$ cat src/rtl/ledc_pkg.sv
// Shared types, codes and helper functions of the LED drive controller.
`default_nettype none

package ledc_pkg;

  localparam int TIME_BITS = 32;
  localparam int CW = (TIME_BITS > 32) ? TIME_BITS : 32;
  localparam int PW = TIME_BITS + 8;
  localparam int CFG_IDX_BITS = 8;
  localparam int DIV_STEPS = 8;

  localparam logic [TIME_BITS-1:0] TMASK = {TIME_BITS{1'b1}};
  localparam logic [17:0] PCT_RECIP = 18'd167773;

  localparam logic [CFG_IDX_BITS-1:0] CFG_ENABLED     = 8'd0;
  localparam logic [CFG_IDX_BITS-1:0] CFG_PWM_CAPABLE = 8'd1;
  localparam logic [CFG_IDX_BITS-1:0] CFG_MIN_CHANGE  = 8'd2;
  localparam logic [CFG_IDX_BITS-1:0] CFG_MAX_RUN     = 8'd3;

  localparam logic [31:0] MIN_CHANGE_RST = 32'd1000;
  localparam logic [31:0] MAX_RUN_RST    = 32'd43200000;
  localparam logic [7:0]  BRIGHT_RST     = 8'd255;

  typedef enum logic [3:0] {
    REQ_TICK   = 4'd0,
    REQ_ON     = 4'd1,
    REQ_OFF    = 4'd2,
    REQ_TOGGLE = 4'd3,
    REQ_BRIGHT = 4'd4,
    REQ_PCT    = 4'd5,
    REQ_FADEIN = 4'd6,
    REQ_FADEOUT= 4'd7,
    REQ_STATS  = 4'd8
  } req_type_e;

  typedef enum logic [1:0] {
    RAMP_NONE = 2'd0,
    RAMP_IN   = 2'd1,
    RAMP_OUT  = 2'd2
  } ramp_mode_e;

  typedef enum logic [2:0] {
    ST_IDLE,
    ST_EXEC,
    ST_CALC,
    ST_DIV,
    ST_DONE
  } ledc_state_e;

  typedef enum logic [1:0] {
    DV_IDLE,
    DV_MUL,
    DV_STEP
  } ledc_div_state_e;

  typedef struct packed {
    logic [3:0]  req_type;
    logic [7:0]  level_value;
    logic [31:0] ramp_ms;
  } led_req_t;

  typedef struct packed {
    logic        accepted;
    logic [7:0]  drive_level;
    logic        lamp_on;
    logic        ramping;
    logic [31:0] activations;
    logic [31:0] run_total_ms;
    logic        over_limit;
  } led_rsp_t;

  typedef struct packed {
    logic                 ok;
    logic                 is_lit;
    logic                 run_active;
    ramp_mode_e           ramp_mode;
    logic [7:0]           bright;
    logic                 pwm;
    logic [TIME_BITS-1:0] now;
    logic [TIME_BITS-1:0] ramp_start;
    logic [TIME_BITS-1:0] ramp_len;
    logic [TIME_BITS-1:0] run_start;
    logic [31:0]          run_sum;
    logic [31:0]          act;
    logic [31:0]          max_run;
  } ledc_view_t;

  // Scale a percent to 0..255 as value*255/100, saturating.
  function automatic logic [7:0] pct_to_level(input logic [7:0] pct);
    logic [15:0] scaled;
    logic [33:0] prod;
    logic [9:0]  quo;
    scaled = 16'(pct) * 16'd255;
    prod   = 34'(scaled) * 34'(PCT_RECIP);
    quo    = prod[33:24];
    return (quo > 10'd255) ? 8'hFF : quo[7:0];
  endfunction

  // Clamp a fade length to the largest clock value.
  function automatic logic [TIME_BITS-1:0] sat_len(input logic [31:0] len);
    logic [63:0] wide;
    wide = 64'(len);
    if (wide > 64'(TMASK)) wide = 64'(TMASK);
    return TIME_BITS'(wide);
  endfunction

endpackage

`default_nettype wire

$ cat src/rtl/ledc_div.sv
// Shared ramp unit: one multiply, then a bit-serial restoring divide.
`default_nettype none

module ledc_div
  import ledc_pkg::*;
(
  input  wire logic                 clk_i,
  input  wire logic                 rst_ni,
  input  wire logic                 start_i,
  input  wire logic [TIME_BITS-1:0] elapsed_i,
  input  wire logic [7:0]           bright_i,
  input  wire logic [TIME_BITS-1:0] len_i,
  output logic                      done_o,
  output logic [7:0]                quot_o
);

  ledc_div_state_e      state_q, state_d;
  logic [TIME_BITS-1:0] e_q, e_d, len_q, len_d, rem_q, rem_d;
  logic [7:0]           b_q, b_d, low_q, low_d, quot_q, quot_d;
  logic [2:0]           cnt_q, cnt_d;
  logic                 done_q, done_d;
  logic [PW-1:0]        prod;
  logic [TIME_BITS:0]   trial;
  logic                 ge;

  always_ff @(posedge clk_i or negedge rst_ni) begin
    if (!rst_ni) begin
      state_q <= DV_IDLE;
      cnt_q   <= '0;
      done_q  <= 1'b0;
    end else begin
      state_q <= state_d;
      cnt_q   <= cnt_d;
      done_q  <= done_d;
    end
  end

  always_ff @(posedge clk_i) begin
    e_q    <= e_d;
    b_q    <= b_d;
    len_q  <= len_d;
    rem_q  <= rem_d;
    low_q  <= low_d;
    quot_q <= quot_d;
  end

  always_comb begin
    state_d = state_q;
    e_d     = e_q;
    b_d     = b_q;
    len_d   = len_q;
    rem_d   = rem_q;
    low_d   = low_q;
    quot_d  = quot_q;
    cnt_d   = cnt_q;
    done_d  = 1'b0;
    prod    = PW'(e_q) * PW'(b_q);
    trial   = {rem_q, low_q[7]};
    ge      = trial >= {1'b0, len_q};
    unique case (state_q)
      DV_IDLE: begin
        if (start_i) begin
          e_d     = elapsed_i;
          b_d     = bright_i;
          len_d   = len_i;
          state_d = DV_MUL;
        end
      end
      DV_MUL: begin
        // Quotient stays below 256, so the top part is already below len.
        rem_d   = prod[PW-1:8];
        low_d   = prod[7:0];
        quot_d  = '0;
        cnt_d   = '0;
        state_d = DV_STEP;
      end
      DV_STEP: begin
        rem_d  = ge ? TIME_BITS'(trial - {1'b0, len_q}) : trial[TIME_BITS-1:0];
        quot_d = {quot_q[6:0], ge};
        low_d  = {low_q[6:0], 1'b0};
        cnt_d  = cnt_q + 3'd1;
        if (cnt_q == 3'(DIV_STEPS - 1)) begin
          done_d  = 1'b1;
          state_d = DV_IDLE;
        end
      end
      default: state_d = DV_IDLE;
    endcase
  end

  assign done_o = done_q;
  assign quot_o = quot_q;

endmodule

`default_nettype wire

$ cat src/rtl/ledc_state.sv
// Configuration registers and command state update of the LED drive.
`default_nettype none

module ledc_state
  import ledc_pkg::*;
(
  input  wire logic                    clk_i,
  input  wire logic                    rst_ni,
  input  wire logic                    cfg_we_i,
  input  wire logic [CFG_IDX_BITS-1:0] cfg_index_i,
  input  wire logic [31:0]             cfg_data_i,
  input  wire logic                    exec_i,
  input  wire led_req_t                req_i,
  output ledc_view_t                   view_o
);

  logic                 enabled_q, enabled_d, pwm_q, pwm_d;
  logic [31:0]          min_chg_q, min_chg_d, max_run_q, max_run_d;
  logic [TIME_BITS-1:0] now_q, now_d, last_q, last_d, rstart_q, rstart_d;
  logic [TIME_BITS-1:0] rlen_q, rlen_d, run_start_q, run_start_d;
  logic [31:0]          sum_q, sum_d, act_q, act_d;
  logic                 lit_q, lit_d, active_q, active_d, ok_q, ok_d;
  logic [7:0]           bright_q, bright_d;
  ramp_mode_e           mode_q, mode_d;

  logic [TIME_BITS-1:0] now_n, len_s;
  logic                 ramping, lock_ok, go_on, go_off;

  always_ff @(posedge clk_i or negedge rst_ni) begin
    if (!rst_ni) begin
      enabled_q   <= 1'b0;
      pwm_q       <= 1'b0;
      min_chg_q   <= MIN_CHANGE_RST;
      max_run_q   <= MAX_RUN_RST;
      now_q       <= '0;
      last_q      <= '0;
      rstart_q    <= '0;
      rlen_q      <= '0;
      run_start_q <= '0;
      sum_q       <= '0;
      act_q       <= '0;
      lit_q       <= 1'b0;
      active_q    <= 1'b0;
      ok_q        <= 1'b0;
      bright_q    <= BRIGHT_RST;
      mode_q      <= RAMP_NONE;
    end else begin
      enabled_q   <= enabled_d;
      pwm_q       <= pwm_d;
      min_chg_q   <= min_chg_d;
      max_run_q   <= max_run_d;
      now_q       <= now_d;
      last_q      <= last_d;
      rstart_q    <= rstart_d;
      rlen_q      <= rlen_d;
      run_start_q <= run_start_d;
      sum_q       <= sum_d;
      act_q       <= act_d;
      lit_q       <= lit_d;
      active_q    <= active_d;
      ok_q        <= ok_d;
      bright_q    <= bright_d;
      mode_q      <= mode_d;
    end
  end

  always_comb begin
    enabled_d   = enabled_q;
    pwm_d       = pwm_q;
    min_chg_d   = min_chg_q;
    max_run_d   = max_run_q;
    now_d       = now_q;
    last_d      = last_q;
    rstart_d    = rstart_q;
    rlen_d      = rlen_q;
    run_start_d = run_start_q;
    sum_d       = sum_q;
    act_d       = act_q;
    lit_d       = lit_q;
    active_d    = active_q;
    ok_d        = ok_q;
    bright_d    = bright_q;
    mode_d      = mode_q;

    now_n   = now_q + TIME_BITS'(1);
    len_s   = sat_len(req_i.ramp_ms);
    ramping = (mode_q != RAMP_NONE);
    lock_ok = CW'(TIME_BITS'(now_q - last_q)) >= CW'(min_chg_q);
    go_on   = (req_i.req_type == REQ_ON) || ((req_i.req_type == REQ_TOGGLE) && !lit_q);
    go_off  = (req_i.req_type == REQ_OFF) || ((req_i.req_type == REQ_TOGGLE) && lit_q);

    if (cfg_we_i) begin
      unique case (cfg_index_i)
        CFG_ENABLED:     enabled_d = cfg_data_i[0];
        CFG_PWM_CAPABLE: pwm_d     = cfg_data_i[0];
        CFG_MIN_CHANGE:  min_chg_d = cfg_data_i;
        CFG_MAX_RUN:     max_run_d = cfg_data_i;
        default: ;
      endcase
    end

    if (exec_i) begin
      ok_d = 1'b0;
      if (req_i.req_type == REQ_TICK) begin
        // Advance the clock, then end a ramp whose time is up.
        now_d = now_n;
        ok_d  = 1'b1;
        if (ramping && (TIME_BITS'(now_n - rstart_q) >= rlen_q)) begin
          if (mode_q == RAMP_OUT) begin
            if (active_q) begin
              sum_d    = sum_q + 32'(TIME_BITS'(now_n - run_start_q));
              active_d = 1'b0;
            end
            lit_d = 1'b0;
          end
          last_d = now_n;
          mode_d = RAMP_NONE;
        end
      end else if (enabled_q && !ramping) begin
        unique case (req_i.req_type)
          REQ_ON, REQ_OFF, REQ_TOGGLE: begin
            if (lock_ok) begin
              ok_d = 1'b1;
              if (go_on && !lit_q) begin
                lit_d  = 1'b1;
                last_d = now_q;
                act_d  = act_q + 32'd1;
                if (!active_q) begin
                  run_start_d = now_q;
                  active_d    = 1'b1;
                end
              end
              if (go_off && lit_q) begin
                if (active_q) begin
                  sum_d    = sum_q + 32'(TIME_BITS'(now_q - run_start_q));
                  active_d = 1'b0;
                end
                lit_d  = 1'b0;
                last_d = now_q;
              end
            end
          end
          REQ_BRIGHT: begin
            if (pwm_q) begin
              bright_d = req_i.level_value;
              ok_d     = 1'b1;
            end
          end
          REQ_PCT: begin
            if (pwm_q) begin
              bright_d = pct_to_level(req_i.level_value);
              ok_d     = 1'b1;
            end
          end
          REQ_FADEIN: begin
            if (pwm_q) begin
              lit_d = 1'b1;
              if (!active_q) begin
                run_start_d = now_q;
                active_d    = 1'b1;
                act_d       = act_q + 32'd1;
              end
              rstart_d = now_q;
              rlen_d   = len_s;
              // Zero length completes at once.
              if (len_s == '0) begin
                last_d = now_q;
                mode_d = RAMP_NONE;
              end else begin
                mode_d = RAMP_IN;
              end
              ok_d = 1'b1;
            end
          end
          REQ_FADEOUT: begin
            if (pwm_q && lit_q) begin
              rstart_d = now_q;
              rlen_d   = len_s;
              if (len_s == '0) begin
                if (active_q) begin
                  sum_d    = sum_q + 32'(TIME_BITS'(now_q - run_start_q));
                  active_d = 1'b0;
                end
                lit_d  = 1'b0;
                last_d = now_q;
                mode_d = RAMP_NONE;
              end else begin
                mode_d = RAMP_OUT;
              end
              ok_d = 1'b1;
            end
          end
          REQ_STATS: begin
            sum_d = '0;
            act_d = '0;
            ok_d  = 1'b1;
          end
          default: ;
        endcase
      end
    end
  end

  always_comb begin
    view_o            = '0;
    view_o.ok         = ok_q;
    view_o.is_lit     = lit_q;
    view_o.run_active = active_q;
    view_o.ramp_mode  = mode_q;
    view_o.bright     = bright_q;
    view_o.pwm        = pwm_q;
    view_o.now        = now_q;
    view_o.ramp_start = rstart_q;
    view_o.ramp_len   = rlen_q;
    view_o.run_start  = run_start_q;
    view_o.run_sum    = sum_q;
    view_o.act        = act_q;
    view_o.max_run    = max_run_q;
  end

endmodule

`default_nettype wire

$ cat src/rtl/led_drive_lockout_ramp_controller_unit.sv
// Top level of the LED drive controller: sequencer, response staging and output register.
//
// Requests enter on req_valid_i/req_ready_o carrying req_i (type, level, fade
// length); each request gives exactly one response on rsp_valid_o/rsp_ready_i.
// Configuration writes use cfg_valid_i/cfg_ready_o with cfg_index_i and
// cfg_data_i; the port is always ready and should only be used while idle.
// A request is taken in the idle state, executed in the EXEC state, then the status
// is gathered in CALC. Without a running ramp the response goes on to DONE and is
// loaded into the output register from there once that register is free. While a
// ramp runs, the value elapsed*brightness/length comes from the shared ramp unit
// (a multiply, then 8 divide steps) while the sequencer waits in DIV; a fade-in
// drives that value, a fade-out brightness minus it. The next request is taken
// once the sequencer is back in idle, which it enters as the response is loaded.
// If the receiver stalls, the response holds in the output register; one more
// request can be worked meanwhile, its response waiting in the staging register.
// Reset clears the clock, statistics, lamp and ramp state, sets brightness to
// 255, lockout to 1000 ms and run limit to 43200000 ms; no response is pending.
`default_nettype none

module led_drive_lockout_ramp_controller_unit
  import ledc_pkg::*;
(
  input  wire logic                    clk_i,
  input  wire logic                    rst_ni,
  input  wire logic                    req_valid_i,
  output logic                         req_ready_o,
  input  wire led_req_t                req_i,
  output logic                         rsp_valid_o,
  input  wire logic                    rsp_ready_i,
  output led_rsp_t                     rsp_o,
  input  wire logic                    cfg_valid_i,
  output logic                         cfg_ready_o,
  input  wire logic [CFG_IDX_BITS-1:0] cfg_index_i,
  input  wire logic [31:0]             cfg_data_i
);

  ledc_state_e          state_q, state_d;
  led_req_t             req_q, req_d;
  led_rsp_t             stage_q, stage_d, out_q, out_d;
  logic                 out_valid_q, out_valid_d;

  ledc_view_t           view;
  logic                 div_start, div_done;
  logic [7:0]           div_quot, static_level;
  logic [TIME_BITS-1:0] cur, ramp_elapsed;
  logic                 ramping;

  ledc_state u_state (
    .clk_i       (clk_i),
    .rst_ni      (rst_ni),
    .cfg_we_i    (cfg_valid_i),
    .cfg_index_i (cfg_index_i),
    .cfg_data_i  (cfg_data_i),
    .exec_i      (state_q == ST_EXEC),
    .req_i       (req_q),
    .view_o      (view)
  );

  ledc_div u_div (
    .clk_i     (clk_i),
    .rst_ni    (rst_ni),
    .start_i   (div_start),
    .elapsed_i (ramp_elapsed),
    .bright_i  (view.bright),
    .len_i     (view.ramp_len),
    .done_o    (div_done),
    .quot_o    (div_quot)
  );

  always_ff @(posedge clk_i or negedge rst_ni) begin
    if (!rst_ni) begin
      state_q     <= ST_IDLE;
      out_valid_q <= 1'b0;
    end else begin
      state_q     <= state_d;
      out_valid_q <= out_valid_d;
    end
  end

  always_ff @(posedge clk_i) begin
    req_q   <= req_d;
    stage_q <= stage_d;
    out_q   <= out_d;
  end

  // Status derived from the state after the request.
  always_comb begin
    ramping      = (view.ramp_mode != RAMP_NONE);
    ramp_elapsed = view.now - view.ramp_start;
    cur          = view.run_active ? TIME_BITS'(view.now - view.run_start) : '0;
    if (!view.is_lit) begin
      static_level = 8'd0;
    end else if (view.pwm) begin
      static_level = view.bright;
    end else begin
      static_level = 8'd1;
    end
  end

  assign div_start = (state_q == ST_CALC) && ramping;

  always_comb begin
    state_d     = state_q;
    req_d       = req_q;
    stage_d     = stage_q;
    out_d       = out_q;
    out_valid_d = out_valid_q;

    // Drop the shown response once the receiver takes it.
    if (out_valid_q && rsp_ready_i) out_valid_d = 1'b0;

    unique case (state_q)
      ST_IDLE: begin
        if (req_valid_i) begin
          req_d   = req_i;
          state_d = ST_EXEC;
        end
      end
      ST_EXEC: state_d = ST_CALC;
      ST_CALC: begin
        stage_d.accepted     = view.ok;
        stage_d.drive_level  = static_level;
        stage_d.lamp_on      = view.is_lit;
        stage_d.ramping      = ramping;
        stage_d.activations  = view.act;
        stage_d.run_total_ms = view.run_sum + 32'(cur);
        stage_d.over_limit   = view.run_active && (view.max_run != '0) &&
                               (CW'(cur) > CW'(view.max_run));
        state_d = ramping ? ST_DIV : ST_DONE;
      end
      ST_DIV: begin
        // Hold until the ramp unit finishes; take its value, or brightness minus it.
        if (div_done) begin
          stage_d.drive_level = (view.ramp_mode == RAMP_IN) ? div_quot
                                                             : view.bright - div_quot;
          state_d = ST_DONE;
        end
      end
      ST_DONE: begin
        if (!out_valid_q || rsp_ready_i) begin
          out_d       = stage_q;
          out_valid_d = 1'b1;
          state_d     = ST_IDLE;
        end
      end
      default: state_d = ST_IDLE;
    endcase
  end

  assign req_ready_o = (state_q == ST_IDLE);
  assign rsp_valid_o = out_valid_q;
  assign rsp_o       = out_q;
  assign cfg_ready_o = 1'b1;

endmodule

`default_nettype wire

$ cat config.mk
export PLATFORM = sky130hd
export DESIGN_NAME = led_drive_lockout_ramp_controller_unit
export DESIGN_NICKNAME = d
export VERILOG_FILES = /design/src/rtl/ledc_pkg.sv /design/src/rtl/ledc_div.sv /design/src/rtl/ledc_state.sv /design/src/rtl/led_drive_lockout_ramp_controller_unit.sv
export SDC_FILE = /design/constraint.sdc
export NUM_CORES = 2
export LEC_CHECK = 0
export BUFFER_PORTS_ARGS = -buffer_cell sky130_fd_sc_hd__buf_4
export CORE_MARGIN = 2
export CORE_UTILIZATION = 40
export CTS_CLUSTER_DIAMETER = 150
export DETAILED_ROUTE_END_ITERATION = 6
export PLACE_DENSITY = 0.6
export SLEW_MARGIN = 10
export SYNTH_ARGS = -nofsm -noshare
export SYNTH_HDL_FRONTEND = slang
export SYNTH_SLANG_ARGS = --single-unit
$ cat constraint.sdc
create_clock -name clk_i -period 14.9 [get_ports clk_i]
set_clock_uncertainty 0.1 [all_clocks]
set_input_delay 0.745 -clock clk_i [delete_from_list [all_inputs] [get_ports clk_i]]
set_output_delay 0.745 -clock clk_i [all_outputs]
set_load 0.02 [all_outputs]
Yosys cells after proc, flatten, opt, wreduce, memory -nomap -nowiden
Cells that the tools add are included.
{"block": "op_classes", "bitwise_logic": 1, "mul": 3, "n_lt_le_gt_ge": 5, "mux": 97, "n_reduce_logical": 56, "n_eq_ne": 41, "n_addsub": 13}
{"op": "$mux W32", "n": 33}
{"op": "$pmux W32 S3", "n": 3}
{"op": "$pmux W32 S2", "n": 4}
{"op": "$sub A32 B32 Y32", "n": 6}
{"op": "$add A32 B32 Y32", "n": 3}
{"op": "$add A32 B1 Y32 const B", "n": 2}
{"op": "$ge A32 B32 Y1", "n": 2}
{"op": "$pmux W8 S2", "n": 4}
{"op": "$mux W8", "n": 7}
{"op": "$mul A32 B8 Y40", "n": 1}
{"op": "$mul A16 B18 Y34 const B", "n": 1}
{"op": "$ge A33 B32 Y1", "n": 1}
{"op": "$gt A32 B32 Y1", "n": 1}
{"op": "$logic_not A32 Y1", "n": 1}
{"op": "$reduce_bool A32 Y1", "n": 1}
{"op": "$mux W1", "n": 27}
{"op": "$reduce_and A10 Y1", "n": 2}
{"op": "$reduce_and A2 Y1", "n": 10}
{"op": "$ne A2 B1 Y1 const B", "n": 9}
{"op": "$reduce_and A6 Y1", "n": 3}
{"op": "$eq A4 B3 Y1 const B", "n": 4}
{"op": "$eq A8 B2 Y1 const B", "n": 2}
{"op": "$mul A8 B8 Y16 const B", "n": 1}
{"op": "$mux W2", "n": 8}
{"op": "other kinds (38)", "n": 80}
{"block": "word_totals", "output_inout_bits": 79, "input_bits": 89, "regBits": 629}

Logic depth before layout (Yosys ltp)
{"block": "depth", "depth_word": 11, "mapped_depth": 40}

By module
A second synthesis with hierarchy kept.
{"block": "unflattened", "cells_unflattened": 5841, "hier_area_um2": 56294.0}
{"module": "ledc_state", "cells_each": 3177, "seq_area_each_um2": 7611.0, "instances": 1, "area_each_um2": 29100.4}
{"module": "ledc_div", "cells_each": 1518, "seq_area_each_um2": 3753.6, "instances": 1, "area_each_um2": 14792.9}
{"module": "led_drive_lockout_ramp_controller_unit", "cells_each": 1146, "seq_area_each_um2": 5985.7, "instances": 1, "area_each_um2": 12400.6}

Least setup slack after synthesis
Ideal clock, no wire load.
{"block": "synth_path", "kind": "flip-flop to flip-flop", "from": "reg req_q[32] (netlist name)", "to": "reg u_state.bright_q[7]", "arrival_time_ns": 9.815, "required_ns": 14.723, "path_slack_ns": 4.908, "path_stages_with_launch": 39, "cell_sequence": "edfxtp_1 fa_1 xor2_1 ha_1 fa_1 inv_1 fa_1 inv_1 ha_1 inv_1 o21bai_1 a21o_1 a21oi_1 o21ai_0 a21o_1 a21oi_1 xnor2_1 xor2_1 [3 not listed] inv_1 fa_1 inv_1 fa_1 fa_1 fa_1 ha_1 o21ai_0 nand2b_1 a21oi_1 o21ai_0 o21ai_0 a21oi_1 or2_2 a311o_1 a311oi_1 a21oi_1 o21a_1"}
{"block": "synth_between", "elab_chain_len": 6}
{"item": "start, declared", "line": "led_drive_lockout_ramp_controller_unit.sv:38", "source": "led_req_t req_q, req_d;"}
{"item": "start signal, assigned", "line": "led_drive_lockout_ramp_controller_unit.sv:81", "source": "req_q <= req_d;"}
{"item": "$mul A8 B8 Y16 (*)", "line": "ledc_pkg.sv:93", "source": "scaled = 16'(pct) * 16'd255;"}
{"item": "$mul A16 B18 Y34 (*)", "line": "ledc_pkg.sv:94", "source": "prod = 34'(scaled) * 34'(PCT_RECIP);"}
{"item": "$gt A10 B8 Y1", "line": "ledc_pkg.sv:96", "source": "return (quo > 10'd255) ? 8'hFF : quo[7:0];"}
{"item": "$mux W8 (*)", "line": "ledc_pkg.sv:96"}
{"item": "$mux W8 (*)", "line": "ledc_state.sv:150", "source": "if (pwm_q) begin"}
{"item": "$pmux W8 S2 (*)", "line": "ledc_state.sv:120", "source": "unique case (req_i.req_type)"}
{"item": "end signal, assigned", "line": "ledc_state.sv:62", "source": "bright_q <= bright_d;"}
{"item": "end, declared", "line": "ledc_state.sv:23", "source": "logic [7:0] bright_q, bright_d;"}
Mark *: on every way between the ends. The rest lies on a longest branch, timed or not. The select of a mux whose other input is x is not followed.
A chain may end at the register's enable or synchronous reset.

Worst setup path in the final report
Ends and elaborated chain as after synthesis.

==> impl_metrics.toml <==
[timing]
layout_min_cycle_time_ns = 11.16
setup_viol = 0
relSlewSlack_pct = 29.26
drv_slew = 0
worstMarginPinSlew_ns = 1.057
hold_viol = 0
hold_ws_ns = 0.1376
tns_ns = 0
rsz0062_at_grt = "false"
setup_slack_ns = 3.742
max_freq_mhz = 89.62
fin_crit_sh_pct = 74.89

[floorplan]
initial_core_util_pct = 40.32
die_w_um = 370.8
fp.dieH_um = 370.8
rows = 134
die_area_um2 = 137500
core_area_um2 = 133500
io_pins = 168

[yosys]
ys_top_cells_by_count = "inv_1 (688), ha_1 (593), nand2_1 (499)"
synth_warnings = 0
yosysTopAreaCell = "edfxtp_1"
ys_async_sr_fraction_pct = 49.76
synth_seq_cells = 629
synth_most_common_cell = "inv_1"
synth_nets = 6515
synth_top_area_share_pct = 17.63
synth_edf_count = 316
ys_seq_area_share_pct = 32.24
synth_cell_types = 93
syn-mean-instance-area_um2 = 9.807
syn_inst = 5487
synth.area.top_cells = "edfxtp_1 (18%), ha_1 (14%), dfrtp_1 (13%)"
syn_area_um2 = 53810
ys.flop_type = "edfxtp_1"

[critical_path]
cp-end-kind = "flop"
cp_common_cell = "fa_1"
cp_data_arrival_time_ns = 11.67
crit_path_max_incr_delay_ns = 0.89
cp_slowest_cell = "edfxtp_1"
rrSetupSlack_ns = 3.74
start_kind = "flop"
crit_path_max_fanout = 16
required_ns = 15.42
path_class = "flop to flop"

[placement]
dpl.hpwl_um = 111400
dp.cells = 7311
place.gp.congestion = 0.9043
place_ws_ns = 3.691
io_buffer_count = 166

[routing]
vias_per_cell = 5.282
dr_wl_met3_um = 4968
wl_met2_um = 67600
top_layer = "met4"
final_antenna_net_count = 0
first_iter_violations = 2182
wl_per_cell_um = 18.89
drc_errors = 0
wl_met1_um = 62880
wirelength_um = 140800
dr.pass1.iters = 5
vias = 39370

[cells_and_area]
drive_gt1_share_pct = 9.499
nets = 6650
diodes = 0
fill_cells = 12850
register_area_um2 = 17350
finalNonFillerCells = 7453
multi_input_area_um2 = 33330
syn2layout_area_growth_pct = 10.89

[clocking]
cts_tree = "done"
root_buffer = "clkbuf_16"
cts_made_buffers = 76
cts.clk_slew.worst_paths_ns = 0.06
cts_buffer_depth = 3
clkLatencyLatePin_ns = 0.69
clock-sinks = 629
htreeDepth = 3

[run]
maxCapViolCount = 0

[hold_path]
min_path_type = "input port to flop"

[grt]
grt_pass1_vias = 40120
grt_pass1_wl_um = 221900
gr-total-overflow = 0
grt_max_degree = 100
grt_antenna_before_repair = 1
track_usage_pct = 20.55

[outcome]
run_status = "finished clean"
[worst max-delay path, delay by kind of cell (launching register included)]
kind	cells	cell delay, ns
flops	1	0.89
compound gates	15	2.82
simple gates	3	0.78
xor+xnor	3	0.84
buf+inv	5	0.25
fa+ha+maj	12	5.41
[path summary, 6_finish.rpt]
path | end | from | depth (start not counted)
max in group asynchronous | rsp_valid_o | rst_ni | 3
min in group asynchronous | u_state.min_chg_q[0] | rst_ni | 2
min | req_q[35] | req_i[35] | 1
max | u_state.bright_q[7] | req_q[32] | 38
min reg2reg | rsp_o[30] | stage_q[30] | 0
max reg2reg | u_state.bright_q[7] | req_q[32] | 38
[per-stage QoR]
stage	util (%)	cell area [um^2]
after floorplan	-	53810
after global placement	42.73	57030
after detailed placement	42.73	57030
after CTS	44.71	59670
after global routing	44.71	59670
final	44.71	59670
[timing repair]
| action | in CTS | in global routing |
|---|---|---|
| buffers inserted | 0 | 0 |
| hold endpoints to repair | 10 | 0 |
| resized for setup | 0 | 0 |
| hold buffers | 1 | 0 |
[cell families (layout without fill, tap and decap cells)]
group / after synthesis / in the layout / synth area share, %
AND/OR/NAND/NOR: 1398 / 1398 / 12.49
AO/OA/AOI/OAI: 1160 / 1160 / 13.63
adder cells (fa/ha/maj): 939 / 939 / 26.66
buffers and inverters: 839 / 1037 / 5.908
flip-flops: 629 / 629 / 32.24
XOR/XNOR: 382 / 382 / 6.217
multiplexers: 139 / 139 / 2.853
other: 1 / 1 / 0.006969
[placed cells by master (no fill, tap or decap), types with 162 or more instances in the layout]
cell	n
inv_1	688
ha_1	591
nand2_1	499
fa_1	346
o21ai_0	324
edfxtp_1	316
a21oi_1	306
dfrtp_1	290
nor2_1	278
xnor2_1	231
buf_4	205
a21o_1	162
[cell type report]
class                           instances  area share (%)
Clock inverter                         50          0.9750
Clock buffer                           91           3.437
Tap cell                             1768           3.707
Inverter                              689           4.334
Timing Repair Buffer                  207           2.621
Sequential cell                       629           29.08
Multi-Input combinational cell       4019           55.85
[per-layer routing]
layer,vias up,global-route usage (%)
met4,0,7.856
met5,-,0
met2,744,34.96
met1,19260,26.83
li1,19150,-
met3,221,2.261
Power is not shown: default switching activity piles up to over one toggle a cycle in this logic, so the estimate is an artifact.
